--- src/hdl/siah_pkg.sv ---
`timescale 1ns / 1ps
`default_nettype none
package siah_pkg;
  localparam logic [2:0] OP_RESTART = 3'd0;
  localparam logic [2:0] OP_STEP    = 3'd1;
  localparam logic [2:0] OP_PLOT    = 3'd2;
  localparam logic [2:0] OP_READ    = 3'd3;
  localparam logic [2:0] OP_RDCLR   = 3'd4;

  localparam logic [2:0] CFG_LAMBDA = 3'd0;
  localparam logic [2:0] CFG_ALPHA  = 3'd1;
  localparam logic [2:0] CFG_BETA   = 3'd2;
  localparam logic [2:0] CFG_GAMMA  = 3'd3;
  localparam logic [2:0] CFG_DELTA  = 3'd4;
  localparam logic [2:0] CFG_OMEGA  = 3'd5;
  localparam logic [2:0] CFG_DEGREE = 3'd6;
  localparam logic [2:0] CFG_INVEXT = 3'd7;

  localparam logic signed [31:0] RESET_RE = 32'sd268435;
  localparam logic signed [31:0] RESET_IM = 32'sd536871;
  localparam logic signed [31:0] FX_ONE   = 32'sh1000_0000;

  // shared unit operations
  localparam logic [1:0] ALU_MUL = 2'd0;
  localparam logic [1:0] ALU_ADD = 2'd1;
  localparam logic [1:0] ALU_SUB = 2'd2;

  typedef struct packed {
    logic [1:0]         op;
    logic signed [31:0] a;
    logic signed [31:0] b;
  } alu_req_t;

  function automatic logic signed [31:0] sat32(input logic signed [65:0] v);
    if (v > 66'sd2147483647) return 32'sh7fff_ffff;
    else if (v < -66'sd2147483648) return 32'sh8000_0000;
    else return v[31:0];
  endfunction
endpackage
`default_nettype wire

--- src/hdl/siah_alu.sv ---
`timescale 1ns / 1ps
`default_nettype none
module siah_alu (
  input  wire                    clk,
  input  siah_pkg::alu_req_t     req,
  output logic signed [31:0]     res
);
  import siah_pkg::*;
  logic signed [63:0] prod;
  logic signed [65:0] wide;
  logic signed [31:0] res_nxt;

  // rounded fixed-point product or saturating add/sub
  always_comb begin
    prod = 64'(req.a) * 64'(req.b);
    unique case (req.op)
      ALU_MUL: wide = 66'((prod + 64'sd134217728) >>> 28);
      ALU_ADD: wide = 66'(req.a) + 66'(req.b);
      ALU_SUB: wide = 66'(req.a) - 66'(req.b);
      default: wide = 66'(req.a);
    endcase
    res_nxt = sat32(wide);
  end

  always_ff @(posedge clk) begin
    res <= res_nxt;
  end
endmodule
`default_nettype wire

--- config.mk ---
export PLATFORM = sky130hd
export DESIGN_NAME = siah_alu
export DESIGN_NICKNAME = d
export VERILOG_FILES = /design/src/hdl/siah_pkg.sv /design/src/hdl/siah_alu.sv
export SDC_FILE = /design/constraint.sdc
export NUM_CORES = 2
export LEC_CHECK = 0
export ABC_CLOCK_PERIOD_IN_PS = 9120
export BUFFER_PORTS_ARGS = -buffer_cell sky130_fd_sc_hd__buf_2
export CORE_MARGIN = 4
export CORE_UTILIZATION = 61
export DETAILED_ROUTE_END_ITERATION = 7
export PLACE_DENSITY = 0.92
export SETUP_SLACK_MARGIN = 0.4
export SLEW_MARGIN = 20
export SYNTH_ARGS = -nofsm -noshare
export SYNTH_HDL_FRONTEND = slang
export SYNTH_SLANG_ARGS = --single-unit
--- constraint.sdc ---
create_clock -name clk -period 9.12 [get_ports clk]
set_clock_uncertainty 0.2 [all_clocks]
set_input_delay 1.368 -clock clk [delete_from_list [all_inputs] [get_ports clk]]
set_output_delay 1.368 -clock clk [all_outputs]
set_load 0.1 [all_outputs]
==> key figures <==
Logic synthesis
  • Post-synthesis cell count: 4,543
  • Cell taking the most area after synthesis: fa_1
  • Synth Flop Type: dfxtp_1
  • Asr flop ratio synth: 0%
  • Syn Std Cell Area: 0.04102 mm^2
  • Main area contributors after synthesis: fa_1 53%, inv_1 9.3%, ha_1 7.4%
  • Post-synthesis area per instance: 9.028 um^2
  • Synth Net Count: 5,946
  • Flops & latches, synth: 32
  • Post-synth cell types: 86
  • Post-synth top cells: 1,092 x fa_1, 1,019 x inv_1, 573 x nand2_1, 374 x and2_1, 244 x ha_1
  • Post-synth EDFFs: 0
  • Synth warnings: 0
  • Post-synthesis sequential area ratio: 1.562%
  • Synth top area share: 53.30%
  • Top-count cell post-synth: fa_1

CTS
  • CTS Buf Count: 5
  • Clock sink total: 32
  • CTS HTree Levels: 2
  • TritonCTS clock tree: done
  • Root buf cell: clkbuf_16
  • Clock-pin slew on the worst setup and hold paths: 0.06 ns
  • Max Root-Sink Buffers: 2
  • Hold_buf cts: 0

Floorplan
  • Initial core utilization: 61.94%
  • # IOs: 99
  • Die area: 0.07145 mm^2
  • Num rows: 94
  • Die W: 267.3 um
  • Height of the chip: 267.3 um
  • Core area: 0.06622 mm^2

Timing
  • Worst slew margin: 36.12%
  • Max Slew Vio Count: 0
  • RSZ-0062 raised after global routing: yes
  • Hold Vio Cnt, Final: 0
  • Max Clock Freq: 105.9 MHz
  • Final Cycle Share: 103.6%
  • Final worst slack: -0.3238 ns
  • Slew @ Worst Pin: 0.9340 ns
  • Fin crit period: 9.444 ns
  • Final setup fails: 31

Placement
  • Gpl congestion: 1.042
  • Port Buffers: 98
  • Dpl hpwl: 128,900 um
  • Dpl ws: -0.8933 ns

Min path
  • Hold wc startpoint: req[63]
  • Hold Path End: res[31]
  • Hold path cells: 5
  • Hold/Removal Path Class: in2reg

Layout
  • Layout cell share with drive strength beyond 1: 19.49%
  • Largest Register: res
  • Final net count: 6,498
  • # fillers: 4,204
  • Area delta synth->final: 18.45%
  • Area occupied by registers: 640.6 um^2
  • Max reg flops: 32
  • Largest regs: res (32)
  • Multi-input logic area: 0.03622 mm^2

Global route
  • Initial antenna violation count: 5
  • Number of global-route vias before repair: 41,258
  • Total GRT Usage: 43.81%
  • Largest net degree at the start of global routing: 52
  • First-pass GRT wire length: 234,600 um
  • Grt ovf: 0

Detailed routing
  • Detailed-route via count: 36,720
  • Vias/cell: 6.153
  • Drt first pass iters: 8
  • Drt drc: 14
  • DRT Wirelength: 155,500 um
  • Final ANT Viol Nets: 0
  • Detailed-route wire length per cell: 26.05 um
  • DRT iter0 DRCs: 4,047

Run status
  • Status: finished with violations
  • Failing checks: DRC, setup timing

Setup path
  • Crit path max fanout: 5
  • Endpoint type of the worst setup path: flip-flop
  • WP data required: 9.11 ns
  • Critical Path AT: 9.43 ns
  • WS Path Type: in2reg
  • Worst Setup Start Kind: primary input

Run
  • Max Cap Viol: 0
[kinds of logic (layout without fill, tap and decap cells)]
logic type               after synthesis  in the layout  synth area share (%)
AO/OA/AOI/OAI                        462            463                 7.761
XOR/XNOR                             104            104                 2.221
adder cells (fa/ha/maj)             1336           1336                 60.74
flip-flops                            32             32                 1.562
other                                  0              8                     0
AND/OR/NAND/NOR                     1327           1327                 15.25
buffers and inverters               1270           1822                 11.95
multiplexers                          12             12                0.5094
[cell usage in the layout, fill, tap and decap left out, types with 20 or more instances in the layout]
master | Yosys | layout
xor2_1 | 28 | 28
nor2_1 | 241 | 231
ha_1 | 244 | 221
xnor2_1 | 76 | 72
ha_4 | 0 | 20
a21oi_1 | 132 | 123
fa_1 | 1092 | 1077
buf_12 | 0 | 49
buf_4 | 9 | 622
o21ai_2 | 28 | 35
buf_6 | 8 | 27
a21o_1 | 36 | 36
buf_2 | 19 | 75
nand2_1 | 573 | 566
inv_1 | 1019 | 996
and2_1 | 374 | 374
o21ai_0 | 77 | 69
nand4_1 | 28 | 28
nor3_1 | 26 | 20
dfxtp_1 | 32 | 32
[layout make-up]
cell class,instances,area share [%]
diodes,8,0.04121
clock buffers,5,0.2575
clock inverters,3,0.08756
inverters,1029,8.043
multi-input cells,3242,74.55
flip-flops and latches,32,1.319
well taps,864,2.225
repair buffers,785,13.48
[stage by stage]
step / utilization, % / setup TNS [ns] / hold slack, ns / cells / area, um^2
final: 73.37 / -8.958 / 1.365 / 5968 / 48580
after global routing: 73.34 / -14.22 / 1.371 / 5961 / 48570
after CTS: 72.69 / -4.629 / 1.274 / 5939 / 48130
after detailed placement: 70.92 / -26.66 / 1.651 / 5895 / 46960
after global placement: 70.92 / -21.22 / 1.664 / 5895 / 46960
after floorplan: - / -2.495 / 1.377 / 4543 / 41230
[worst max-delay path by stage]
| stage | from | end | slack (ns) |
|---|---|---|---|
| global placement | req[13] | res[0] | -0.70 |
| detailed placement | req[13] | res[7] | -0.89 |
| CTS | req[63] | res[13] | -0.17 |
| global route | req[63] | res[29] | -0.48 |
| finish | req[11] | res[29] | -0.32 |
| floorplan | req[63] | res[23] | -0.11 |
[critical path: stages]
cell,delay (ns)
buf_2,0.17
clkinvlp_4,0.32
nor2_1,0.27
fa_1,0.42
inv_1,0.09
fa_1,0.45
fa_1,0.55
fa_1,0.53
inv_1,0.07
fa_1,0.62
fa_1,0.47
fa_1,0.43
fa_1,0.52
ha_4,0.34
nand4_1,0.18
nor4_2,0.31
buf_4,0.19
nand2_2,0.07
nor3_4,0.23
a211oi_2,0.08
buf_4,0.15
or2_4,0.27
o31ai_4,0.21
xnor2_2,0.12
o41ai_4,0.42
a21oi_4,0.16
buf_6,0.17
o31ai_4,0.23
[metal layers]
metal	vias up	routed length, um	global-route usage (%)
li1	14588	-	-
met1	17879	47490	48.78
met2	2990	69820	69.41
met3	1259	19470	12.54
met4	4	18670	37.71
met5	-	25	0
[what timing repair did]
action,4_1_cts,5_1_grt
endpoints found under the setup margin,32,32
resized for setup,138,63
setup buffers,31,18
gates cloned,5,3
endpoints found under the hold margin,0,0
pin swaps,67,53
Power is left out: the tool's default activity adds up to more than one toggle a clock period on the data nets, which glitch-free logic cannot reach.
